**src/design/ttl_table_with_running_average_core_defines.svh**
```systemverilog
// assertion macros used by the ttl table core
// depends on nothing
`ifndef TTL_TABLE_WITH_RUNNING_AVERAGE_CORE_DEFINES_SVH
`define TTL_TABLE_WITH_RUNNING_AVERAGE_CORE_DEFINES_SVH
// implication checked at every edge out of reset
`define TTL_ASSERT_IMP(label, clk, rst_n, ante, cons) \
    label: assert property (@(posedge clk) disable iff (!rst_n) (ante) |-> (cons)) \
        else $error("assertion failed");
// implication whose consequent is checked in the next cycle
`define TTL_ASSERT_NXT(label, clk, rst_n, ante, cons) \
    label: assert property (@(posedge clk) disable iff (!rst_n) (ante) |=> (cons)) \
        else $error("assertion failed");
`endif

```
**src/design/ttl_pkg.sv**
```systemverilog
// types and constants of the ttl table with running average
// depends on nothing
package ttl_pkg;
    localparam logic [1:0] CMD_PUT  = 2'd0;
    localparam logic [1:0] CMD_GET  = 2'd1;
    localparam logic [1:0] CMD_TICK = 2'd2;
    localparam logic [1:0] ST_OK    = 2'd0;
    localparam logic [1:0] ST_MISS  = 2'd1;
    localparam logic [1:0] ST_FULL  = 2'd2;

    typedef enum logic [2:0] {
        S_IDLE,
        S_SCAN,
        S_WRITE,
        S_DIV,
        S_OUT
    } state_t;
endpackage

```
**src/design/ttl_ram.sv**
```systemverilog
// generic single-port-write ram with registered read
// depends on nothing
module ttl_ram #(
    parameter int WIDTH = 32,
    parameter int DEPTH = 16
) (
    input  logic                     clk,
    input  logic                     we,
    input  logic [$clog2(DEPTH)-1:0] waddr,
    input  logic [WIDTH-1:0]         wdata,
    input  logic [$clog2(DEPTH)-1:0] raddr,
    output logic [WIDTH-1:0]         rdata
);
    logic [WIDTH-1:0] mem [DEPTH];

    always_ff @(posedge clk)
    begin
        if (we)
        begin
            mem[waddr] <= wdata;
        end
        rdata <= mem[raddr];
    end
endmodule

```
**src/design/ttl_table_with_running_average_core.sv**
```systemverilog
// top level of the ttl table with running average
// depends on ttl_pkg, ttl_ram and the defines header
// Each beat is a put, get or tick. The block reads the entry memory one slot
// a cycle during the scan, then writes back for a put (a tick folds up to
// ENTRIES invalidations into the scan), then a restoring divider forms the
// average from a load step, one cycle per bit of the sum (37 bits at 16
// entries) and a step to fill the output register, and the result is held
// in an output register until m_tready. One item is in work at a time.
// Valid bits sit in flip-flops, so no clearing pass follows reset.
`include "ttl_table_with_running_average_core_defines.svh"
module ttl_table_with_running_average_core
    import ttl_pkg::*;
#(
    parameter int ENTRIES = 16
) (
    input  logic         clk,
    input  logic         rst_n,
    input  logic         s_tvalid,
    output logic         s_tready,
    input  logic [71:0]  s_tdata,   // cmd[1:0], key[33:2], value[65:34], zero pad
    output logic         m_tvalid,
    input  logic         m_tready,
    output logic [111:0] m_tdata,   // status, found_value, live_sum, live_count, average
    input  logic         psel,
    input  logic         penable,
    input  logic         pwrite,
    input  logic [2:0]   paddr,
    input  logic [31:0]  pwdata,
    output logic [31:0]  prdata,
    output logic         pready
);
    localparam int AW = (ENTRIES > 1) ? $clog2(ENTRIES) : 1;
    localparam int CW = $clog2(ENTRIES + 1);
    localparam int SUM_W = (ENTRIES > 16) ? 33 + $clog2(ENTRIES) : 37;

    state_t state_reg, state_next;
    logic [15:0]       ttl_reg;
    logic [ENTRIES-1:0] valid_reg;
    logic [31:0]       now_reg;
    logic [SUM_W-1:0]  sum_reg;
    logic [CW-1:0]     count_reg;
    logic [1:0]        cmd_reg;
    logic [31:0]       key_reg, value_reg;
    logic [AW:0]       idx_reg;
    logic              hit_reg, free_reg;
    logic [AW-1:0]     slot_reg, free_slot_reg;
    logic [31:0]       found_reg;
    logic [1:0]        status_reg;
    logic [SUM_W-1:0]  quo_reg, rem_reg, dvd_reg;
    logic [5:0]        dcnt_reg;
    logic              neg_reg;
    logic [111:0]      out_reg;

    // memory reads for idx_reg-1 come back while idx_reg is current
    logic [AW-1:0]  raddr, waddr;
    logic           we;
    logic [31:0]    rkey, rval, rexp, wval, wexp;
    logic [AW-1:0]  pidx;
    logic           pvalid;

    assign pready = 1'b1;
    assign prdata = (paddr == 3'd0) ? {16'd0, ttl_reg} : 32'd0;
    assign s_tready = (state_reg == S_IDLE);
    assign m_tvalid = (state_reg == S_OUT);
    assign m_tdata = out_reg;

    assign raddr  = idx_reg[AW-1:0];
    assign pidx   = AW'(idx_reg - 1'b1);
    assign pvalid = (idx_reg != '0) && valid_reg[pidx];
    assign we     = (state_reg == S_WRITE) && (cmd_reg == CMD_PUT) && (hit_reg || free_reg);
    assign waddr  = hit_reg ? slot_reg : free_slot_reg;
    assign wval   = value_reg;
    assign wexp   = now_reg + {16'd0, ttl_reg};

    ttl_ram #(.WIDTH(32), .DEPTH(ENTRIES)) u_key (.clk(clk), .we(we && !hit_reg),
        .waddr(waddr), .wdata(key_reg), .raddr(raddr), .rdata(rkey));
    ttl_ram #(.WIDTH(32), .DEPTH(ENTRIES)) u_val (.clk(clk), .we(we),
        .waddr(waddr), .wdata(wval), .raddr(raddr), .rdata(rval));
    ttl_ram #(.WIDTH(32), .DEPTH(ENTRIES)) u_exp (.clk(clk), .we(we),
        .waddr(waddr), .wdata(wexp), .raddr(raddr), .rdata(rexp));

    logic [31:0] dlt;
    logic        expired;
    assign dlt     = now_reg - rexp;
    assign expired = (dlt != 32'd0) && !dlt[31];

    logic [SUM_W:0] trial;
    assign trial = {rem_reg, dvd_reg[SUM_W-1]} - {{(SUM_W+1-CW){1'b0}}, count_reg};

    always_comb
    begin
        state_next = state_reg;
        case (state_reg)
            S_IDLE:  if (s_tvalid) state_next = S_SCAN;
            S_SCAN:  if (idx_reg == (AW+1)'(ENTRIES)) state_next = S_WRITE;
            S_WRITE: state_next = S_DIV;
            S_DIV:   if (dcnt_reg == 6'd0) state_next = S_OUT;
            S_OUT:   if (m_tready) state_next = S_IDLE;
            default: state_next = S_IDLE;
        endcase
    end

    always_ff @(posedge clk or negedge rst_n)
    begin
        if (!rst_n)
        begin
            state_reg <= S_IDLE;
            ttl_reg   <= '0;
            valid_reg <= '0;
            now_reg   <= '0;
            sum_reg   <= '0;
            count_reg <= '0;
            idx_reg   <= '0;
        end
        else
        begin
            state_reg <= state_next;
            if (psel && penable && pwrite && paddr == 3'd0)
            begin
                ttl_reg <= pwdata[15:0];
            end
            case (state_reg)
                S_IDLE:
                begin
                    idx_reg <= '0;
                    if (s_tvalid && s_tdata[1:0] == CMD_TICK)
                    begin
                        now_reg <= now_reg + 32'd1;
                    end
                end
                S_SCAN:
                begin
                    idx_reg <= idx_reg + 1'b1;
                    if (pvalid && cmd_reg == CMD_TICK && expired)
                    begin
                        valid_reg[pidx] <= 1'b0;
                        sum_reg   <= sum_reg - {{(SUM_W-32){rval[31]}}, rval};
                        count_reg <= count_reg - 1'b1;
                    end
                end
                S_WRITE:
                begin
                    if (cmd_reg == CMD_PUT && hit_reg)
                    begin
                        sum_reg <= sum_reg - {{(SUM_W-32){found_reg[31]}}, found_reg}
                            + {{(SUM_W-32){value_reg[31]}}, value_reg};
                    end
                    else if (cmd_reg == CMD_PUT && free_reg)
                    begin
                        valid_reg[free_slot_reg] <= 1'b1;
                        sum_reg   <= sum_reg + {{(SUM_W-32){value_reg[31]}}, value_reg};
                        count_reg <= count_reg + 1'b1;
                    end
                end
                default: ;
            endcase
        end
    end

    always_ff @(posedge clk)
    begin
        case (state_reg)
            S_IDLE:
            begin
                cmd_reg   <= s_tdata[1:0];
                key_reg   <= s_tdata[33:2];
                value_reg <= s_tdata[65:34];
                hit_reg   <= 1'b0;
                free_reg  <= 1'b0;
                found_reg <= '0;
            end
            S_SCAN:
            begin
                if (idx_reg != '0)
                begin
                    if (pvalid && rkey == key_reg && !hit_reg)
                    begin
                        hit_reg   <= 1'b1;
                        slot_reg  <= pidx;
                        found_reg <= rval;
                    end
                    if (!valid_reg[pidx] && !free_reg)
                    begin
                        free_reg      <= 1'b1;
                        free_slot_reg <= pidx;
                    end
                end
            end
            S_WRITE:
            begin
                if (cmd_reg == CMD_PUT && !hit_reg && !free_reg)
                    status_reg <= ST_FULL;
                else if (cmd_reg == CMD_GET && !hit_reg)
                    status_reg <= ST_MISS;
                else
                    status_reg <= ST_OK;
                if (cmd_reg != CMD_GET)
                    found_reg <= '0;
                dcnt_reg <= 6'(SUM_W + 1);
                rem_reg  <= '0;
                quo_reg  <= '0;
            end
            S_DIV:
            begin
                if (dcnt_reg == 6'(SUM_W + 1))
                begin
                    neg_reg <= sum_reg[SUM_W-1];
                    dvd_reg <= sum_reg[SUM_W-1] ? -sum_reg : sum_reg;
                    dcnt_reg <= dcnt_reg - 6'd1;
                end
                else if (dcnt_reg != 6'd0)
                begin
                    if (!trial[SUM_W])
                    begin
                        rem_reg <= trial[SUM_W-1:0];
                        quo_reg <= {quo_reg[SUM_W-2:0], 1'b1};
                    end
                    else
                    begin
                        rem_reg <= {rem_reg[SUM_W-2:0], dvd_reg[SUM_W-1]};
                        quo_reg <= {quo_reg[SUM_W-2:0], 1'b0};
                    end
                    dvd_reg  <= {dvd_reg[SUM_W-2:0], 1'b0};
                    dcnt_reg <= dcnt_reg - 6'd1;
                end
                else
                begin
                    out_reg <= {5'd0,
                        (count_reg == '0) ? 32'd0
                            : (neg_reg ? 32'(-quo_reg) : quo_reg[31:0]),
                        5'(count_reg), sum_reg[35:0], found_reg, status_reg};
                end
            end
            default: ;
        endcase
    end

    `TTL_ASSERT_IMP(a_out_idle, clk, rst_n, m_tvalid, !s_tready)
    `TTL_ASSERT_IMP(a_cnt_max, clk, rst_n, 1'b1, count_reg <= CW'(ENTRIES))
    `TTL_ASSERT_NXT(a_out_hold, clk, rst_n, m_tvalid && !m_tready, $stable(m_tdata))
endmodule

```
**config.mk**
```make
export PLATFORM = sky130hd
export DESIGN_NAME = ttl_table_with_running_average_core
export DESIGN_NICKNAME = d
export VERILOG_FILES = /design/src/design/ttl_pkg.sv /design/src/design/ttl_ram.sv /design/src/design/ttl_table_with_running_average_core.sv
export VERILOG_INCLUDE_DIRS = /design/src /design/src/design
export SDC_FILE = /design/constraint.sdc
export NUM_CORES = 2
export LEC_CHECK = 0
export BUFFER_PORTS_ARGS = -buffer_cell sky130_fd_sc_hd__buf_2
export CORE_ASPECT_RATIO = 0.7
export CORE_MARGIN = 5
export CORE_UTILIZATION = 27
export CTS_BUF_LIST = sky130_fd_sc_hd__clkbuf_4
export DETAILED_ROUTE_END_ITERATION = 8
export GPL_TIMING_DRIVEN = 0
export PLACE_DENSITY_LB_ADDON = 0.05
export SETUP_SLACK_MARGIN = 0.02
export SLEW_MARGIN = 20
export SYNTH_ARGS = -nofsm -noshare
export SYNTH_HDL_FRONTEND = slang
export SYNTH_SLANG_ARGS = --single-unit
export TNS_END_PERCENT = 5
```
**constraint.sdc**
```tcl
create_clock -name clk -period 13.52 [get_ports clk]
set_input_delay 0.676 -clock clk [delete_from_list [all_inputs] [get_ports clk]]
set_output_delay 0.676 -clock clk [all_outputs]
set_load 0.005 [all_outputs]
```
# After elaboration in Yosys (flattened, before gate mapping)
# Memory sizes are Yosys's and may differ from the RTL's. A register that Yosys moved wholly into a read port is not among the register bits.
# Index checks and enable logic that the tools add are counted.
dict set report totals {
  ff_bits 444
  ramBits 1536
  inputBits 114
  word_cells 185
  n_memories 3
}
# memory words width read_ports rd_ports_with_merged_regs wr line_no
set memory_table {}
lappend memory_table {u_exp.mem 16 32 1 1 1 ttl_ram.sv:14} ;# logic [WIDTH-1:0] mem [DEPTH];
lappend memory_table {u_key.mem 16 32 1 1 1 ttl_ram.sv:14}
lappend memory_table {u_val.mem 16 32 1 1 1 ttl_ram.sv:14}
dict set report op_classes {
  add_sub_neg 15
  n_lt_le_gt_ge 4
  n_eq_ne 26
  n_mux 56
  bitwise 5
  reduce_logical 53
}
# cell n
set op_table {}
lappend op_table {{2-to-1 mux 37 bit} 9}
lappend op_table {{2-to-1 mux 32 bit} 6}
lappend op_table {{one-hot mux 37 bit (2 select lines)} 2}
lappend op_table {{one-hot mux 32 bit (3 select lines)} 1}
lappend op_table {{adder 37 bit} 2}
lappend op_table {{subtractor 37 bit} 2}
lappend op_table {{2-to-1 mux 16 bit} 4}
lappend op_table {{one-hot mux 32 bit (2 select lines)} 1}
lappend op_table {{subtractor 38 x 5 -> 38 bit} 1}
lappend op_table {{negator 37 bit} 1}
lappend op_table {{adder 32 x 1 -> 32 bit, second input constant} 1}
lappend op_table {{adder 32 x 16 -> 32 bit} 1}
lappend op_table {{equality test 32 bit} 1}
lappend op_table {{negator 32 bit} 1}
lappend op_table {{one-hot mux 16 bit (2 select lines)} 1}
lappend op_table {{nonzero test 32 bit} 1}
lappend op_table {{subtractor 32 bit} 1}
lappend op_table {{logical AND 1 bit} 21}
lappend op_table {{AND reduction 3 bit} 7}
lappend op_table {{inequality test 2 bit, second input constant} 10}
lappend op_table {{one-hot mux 5 bit (2 select lines)} 2}
lappend op_table {{AND 16 bit} 1}
lappend op_table {{NOT 16 bit} 1}
lappend op_table {{bitwise OR 16 bit} 1}
lappend op_table {{other kinds (39)} 80}

# Longest topological paths before layout
dict set report depth {
  ltp_word 9
  depth_mapped 17
}

# Cells and area by module
# Synthesis repeated with hierarchy kept, for this count alone.
dict set report unflattened {
  cells_unflattened 5528
  area_unflattened_um2 89090.4
}
# mod instances cells_per_inst area_each_um2 seq_area_each_um2
set modules_own_cells {}
lappend modules_own_cells {ttl_ram 3 838 19835.3 16015.4}
lappend modules_own_cells {ttl_table_with_running_average_core 1 3014 29584.6 12762.2}

# Worst setup path before layout
# Ideal clock, no wire load.
dict set report synth_path {
  path_type {register to register}
  from {register dcnt_reg[0]}
  to {register out_reg[0], in the netlist m_tdata[0], enable pin}
  setup_ps 706
  arrival_ps 8322
  slack_ps 4492
  stages_incl_launch_ff 6
  n_path_buf 0
  period_less_slack_ps 9028
  path_cell_list {edfxtp_1 -> inv_1 -> ha_1 -> nand2b_1 -> or3_1 -> nor3_1}
}
dict set report synth_between {
  elab_chain_len 3
  elab_cells_between_ends 5
  classes_between {eq/ne (1); bitwise (2); reduce/logical (2)}
}
# item line_no
set synth_lines {}
lappend synth_lines {{from (decl)} ttl_table_with_running_average_core.sv:50} ;# logic [5:0] dcnt_reg;
lappend synth_lines {{from (signal assigned)} ttl_table_with_running_average_core.sv:199} ;# dcnt_reg <= 6'(SUM_W + 1);
lappend synth_lines {{from (signal assigned)} ttl_table_with_running_average_core.sv:209} ;# dcnt_reg <= dcnt_reg - 6'd1;
lappend synth_lines {{from (signal assigned)} ttl_table_with_running_average_core.sv:224} ;# dcnt_reg <= dcnt_reg - 6'd1;
lappend synth_lines {{equality test 6 bit or nonzero test 6 bit (tied branches)} {ttl_table_with_running_average_core.sv:205, ttl_table_with_running_average_core.sv:211}}
lappend synth_lines {{NOT 1 bit (no line)} --}
lappend synth_lines {{AND reduction 3 bit (no line) *} --}
lappend synth_lines {{to (signal assigned)} ttl_table_with_running_average_core.sv:228} ;# out_reg <= {5'd0,
lappend synth_lines {{to (decl)} ttl_table_with_running_average_core.sv:52} ;# logic [111:0] out_reg;
# Every way passes the cells marked *; elsewhere a longest branch is shown, timed or not.
# A chain may end at the register's enable or synchronous reset.

# Worst setup path in the final report
dict set report layout_path {
  from {register idx_reg[0]}
  to {register valid_reg[1]}
}
dict set report layout_between {
  elab_chain_len 9
  elab_cells_between_ends 18
  classes_between {add/sub (1); order compare (2); eq/ne (1); mux (6); bitwise (2); reduce/logical (6)}
}
# item line_no
set layout_lines {}
lappend layout_lines {{from (decl)} ttl_table_with_running_average_core.sv:44} ;# logic [AW:0] idx_reg;
lappend layout_lines {{from (signal assigned)} ttl_table_with_running_average_core.sv:133} ;# idx_reg <= idx_reg + 1'b1;
lappend layout_lines {{subtractor 4 x 1 -> 4 bit *} ttl_table_with_running_average_core.sv:68} ;# assign pidx = AW'(idx_reg - 1'b1);
lappend layout_lines {{named net pidx[0]} ttl_table_with_running_average_core.sv:58} ;# logic [AW-1:0] pidx;
lappend layout_lines {{less-than comparator 4 x 5 -> 1 bit (implied by the code) or >= comparator 4 x 1 -> 1 bit (tied branches)} ttl_table_with_running_average_core.sv:136} ;# valid_reg[pidx] <= 1'b0;
lappend layout_lines {{logical AND 1 bit (implied by the code)} ttl_table_with_running_average_core.sv:136}
lappend layout_lines {{2-to-1 mux 1 bit (implied by the code)} ttl_table_with_running_average_core.sv:136}
lappend layout_lines {{demux 1 bit (select 4 bit)} ttl_table_with_running_average_core.sv:136}
lappend layout_lines {{NOT 16 bit (no line)} --}
lappend layout_lines {{AND 16 bit (no line)} --}
lappend layout_lines {{2-to-1 mux 16 bit} ttl_table_with_running_average_core.sv:134} ;# if (pvalid && cmd_reg == CMD_TICK && expired)
lappend layout_lines {{one-hot mux 16 bit (2 select lines)} ttl_table_with_running_average_core.sv:122} ;# case (state_reg)
lappend layout_lines {{to (signal assigned)} ttl_table_with_running_average_core.sv:109} ;# valid_reg <= '0;
lappend layout_lines {{to (signal, indexed assignment)} ttl_table_with_running_average_core.sv:136}
lappend layout_lines {{to (signal, indexed assignment)} ttl_table_with_running_average_core.sv:150} ;# valid_reg[free_slot_reg] <= 1'b1;
lappend layout_lines {{to (decl)} ttl_table_with_running_average_core.sv:38} ;# logic [ENTRIES-1:0] valid_reg;
# The timed path passes the listed nets; every way through them passes the cells marked *. The select of a mux whose other input is x is not followed.

==> reports/results.ini <==
[global_route]
grt_overflow = 0
grt_pass1_wl_um = 413000
grt_usage_pct = 17.1
grt_max_degree = 61
antenna_found_initial = 24
grt_pass1_vias = 53949

[critical_path]
crit_chain = clkbuf_1 > clkbuf_2 > clkbuf_1 > inv_1 > ha_1 > xnor2_1 > inv_2 > mux4_2 > o21a_1 > and4b_1 > nand2_1 > or4_1 > o21a_1 > a21oi_2 > buf_4 > and2b_1 > a31oi_1
cpPeakStageDelay_ns = 0.77
worstReg2RegEnd = valid_reg[1]$_DFFE_PN0P_
cp.required_ns = 14.61
r2r_cells = 17
cp_slowest_cell = and4b_1
cp-startpoint = idx_reg[0]$_DFFE_PN0P_
r2r_slack_ns = 5.84
reg2reg_from = idx_reg[0]$_DFFE_PN0P_
crit_path_max_fanout = 10
path_delay_family = buffers and inverters
startpoint_type = register
crit_arrival_ns = 8.78
critPathKind = register to register
cp-end-kind = register
cp_num_buf_inv = 6

[logic_synthesis]
yosysSeqAreaShare_pct = 68.5
synth_area_mm2 = 0.0887
yosys_warnings = 0
yosysUniqueCellTypes = 92
synthAdderAreaFrac_pct = 3.40
synth_xor_area_share_pct = 2.85
synth.avg_cell_area_um2 = 17.0
synth_top_family_by_area = multiplexers
synthCells = 5229
synthSimpleGateAreaFrac_pct = 4.97
muxShareOfSynthArea_pct = 12.7
synth_top_area_share_pct = 63.1
synth_seq_cells = 2076
synth-edff-count = 1866
synth_area_leader_cell = edfxtp_1
ys.flop_type = edfxtp_1
synth_compound_area_share_pct = 5.30
async_flop_share_pct = 5.49
synth_area_leaders = edfxtp_1 63%, mux4_2 12%, dfrtp_1 3.2%

[placement]
gp_congestion = 0.823
port_buffers = 216
dp_cells = 9973
dp_hpwl_um = 208000

[power_and_ir_drop]
leakagePower_nw = 38.7
irDropWorstVdd_uv = 79.9
power_density_mw_per_mm2 = 196
finalPower_mw = 21.1

[sta]
setup_viol = 0
fin_crit_ns = 7.68
drv_slew = 0
finClkSkew_ns = 0.0920
max_clock_freq_mhz = 130
final_hold_viol_count = 0
min_period_over_period_pct = 56.8
slew_headroom_pct = 22.4
worst_pin_slew_ns = 1.16
rsz0062_at_grt = false

[clock_network]
cts_tree = built
root_buffer = clkbuf_4
cts_sinks = 2076
clockBufferDepth = 4
clk_latency_ns = 1.33
htree_num_levels = 6
numCtsBuffers = 569
clk_pin_slew_ns = 0.07

[detailed_routing]
wl_um = 296000
initialDrtViolationCount = 3797
vias = 52022
drt-vias-per-instance = 4.67
wl_per_cell_um = 26.6
drc_errors = 0
antenna_left = 0
dr.pass1.iters = 5

[min_path]
whs_path_depth = 2
min_from = s_tdata[51]
hold_path_end = value_reg[17]$_DFFE_PP_
worst_hold_path_type = input port to register

[floorplan]
fp.dieH_um = 490
start_util_pct = 27.1
coreArea_mm2 = 0.328
placementRows = 176
die_area_mm2 = 0.340
num_io_pins = 261
chipWidth_um = 695

[run_status]
status = finished clean

[final_layout]
drive_gt1_share_pct = 29.4
fin_nets = 6666
stdcell_count = 11134
reg.largest.list = u_exp.mem (512), u_key.mem (512), u_val.mem (512)
final_common_cell = edfxtp_1
fillers = 31974
syn_to_final_growth_pct = 21.5
layout_common_cells = 1866 x edfxtp_1, 854 x clkbuf_4, 485 x mux4_2

[flow_run]
maxCapViolCount = 0

Yosys cell counts, drive strengths merged, types with 7 or more instances:
cell type / instances
o21a: 29
o211ai: 35
nor2: 269
inv: 260
a211oi: 23
o31ai: 36
nand2b: 28
fa: 42
nand2: 228
nor4: 23
xnor2: 165
a21o: 70
buf: 67
ha: 174
nand4: 45
a21oi: 176
mux4: 485
nand3: 59
and2: 36
and4: 11
a21boi: 9
or4: 15
or3: 34
nor3: 54
clkbuf: 162
mux2: 21
mux2i: 14
o21bai: 18
a211o: 9
or2: 18
a31oi: 42
edfxtp: 1866
dfrtp: 114
o21ai: 186
o41ai: 13
nor2b: 22
dfxtp: 96
and3: 55
xor2: 124
a41oi: 7
layout make-up:
type | count | area (µm²) | area share, %
diodes | 16 | 40.0 | 0.0371
plain buffers | 229 | 1080 | 0.998
clock buffers | 854 | 6410 | 5.95
clock inverters | 138 | 749 | 0.695
inverters | 261 | 980 | 0.909
multi-input cells | 2683 | 26600 | 24.6
flip-flops and latches | 2076 | 60800 | 56.4
well taps | 4361 | 5460 | 5.06
repair buffers | 516 | 5710 | 5.30
kinds of logic (layout without fill, tap and decap cells):
group | count (synthesis) | after routing
AO/OA/AOI/OAI | 728 | 728
XOR/XNOR | 289 | 289
adder cells (fa/ha/maj) | 216 | 216
buffers and inverters | 490 | 1998
flip-flops | 2076 | 2076
multiplexers | 520 | 520
other | 2 | 38
AND/OR/NAND/NOR | 908 | 908
repair_timing:
| action | in CTS | in global routing |
|---|---|---|
| hold endpoints to repair | 202 | 0 |
| hold buffers | 153 | 0 |
| resized for setup | 0 | 0 |
| setup buffers | 0 | 0 |
how the worst max path moves through the flow:
stage,depth (start not counted),to
floorplan,5,m_tdata[0]$_DFFE_PP_
global placement,3,m_tdata[22]$_DFFE_PP_
detailed placement,17,valid_reg[1]$_DFFE_PN0P_
CTS,17,valid_reg[1]$_DFFE_PN0P_
global route,17,valid_reg[1]$_DFFE_PN0P_
finish,17,valid_reg[1]$_DFFE_PN0P_
per-layer routing:
metal	track usage (%)	wire, µm	up-vias	part of all wire (%)
met1	25.8	147000	26980	50
met3	3.32	14900	444	5.0
met2	24.9	126000	1417	43
met5	0	7	-	0.0024
li1	-	-	23179	-
met4	4.99	7720	2	2.6
power breakdown:
part           switching, mW  internal (mW)  total (mW)
Clock                   2.74           3.02        5.76
Combinational           4.32           2.85        7.17
Sequential             0.532           7.68        8.21
Total                   7.58           13.6        21.1
per-stage QoR:
| step | cell area [µm²] | util [%] | hold WS [ns] | TNS (ns) | setup WS, ns |
|---|---|---|---|---|---|
| floorplan | 88800 | - | 0.380 | 0 | 4.49 |
| finish | 108000 | 32.9 | 0.221 | 0 | 5.84 |
| CTS | 108000 | 32.8 | 0.00709 | 0 | 5.54 |
| detailed placement | 98900 | 30.2 | 0.435 | 0 | 5.60 |
| global route | 108000 | 32.9 | 0.0566 | 0 | 5.64 |
| global placement | 95400 | 29.1 | 0.436 | -90.20 | -0.881 |
Note: power is estimated with default switching activity, not from simulation.
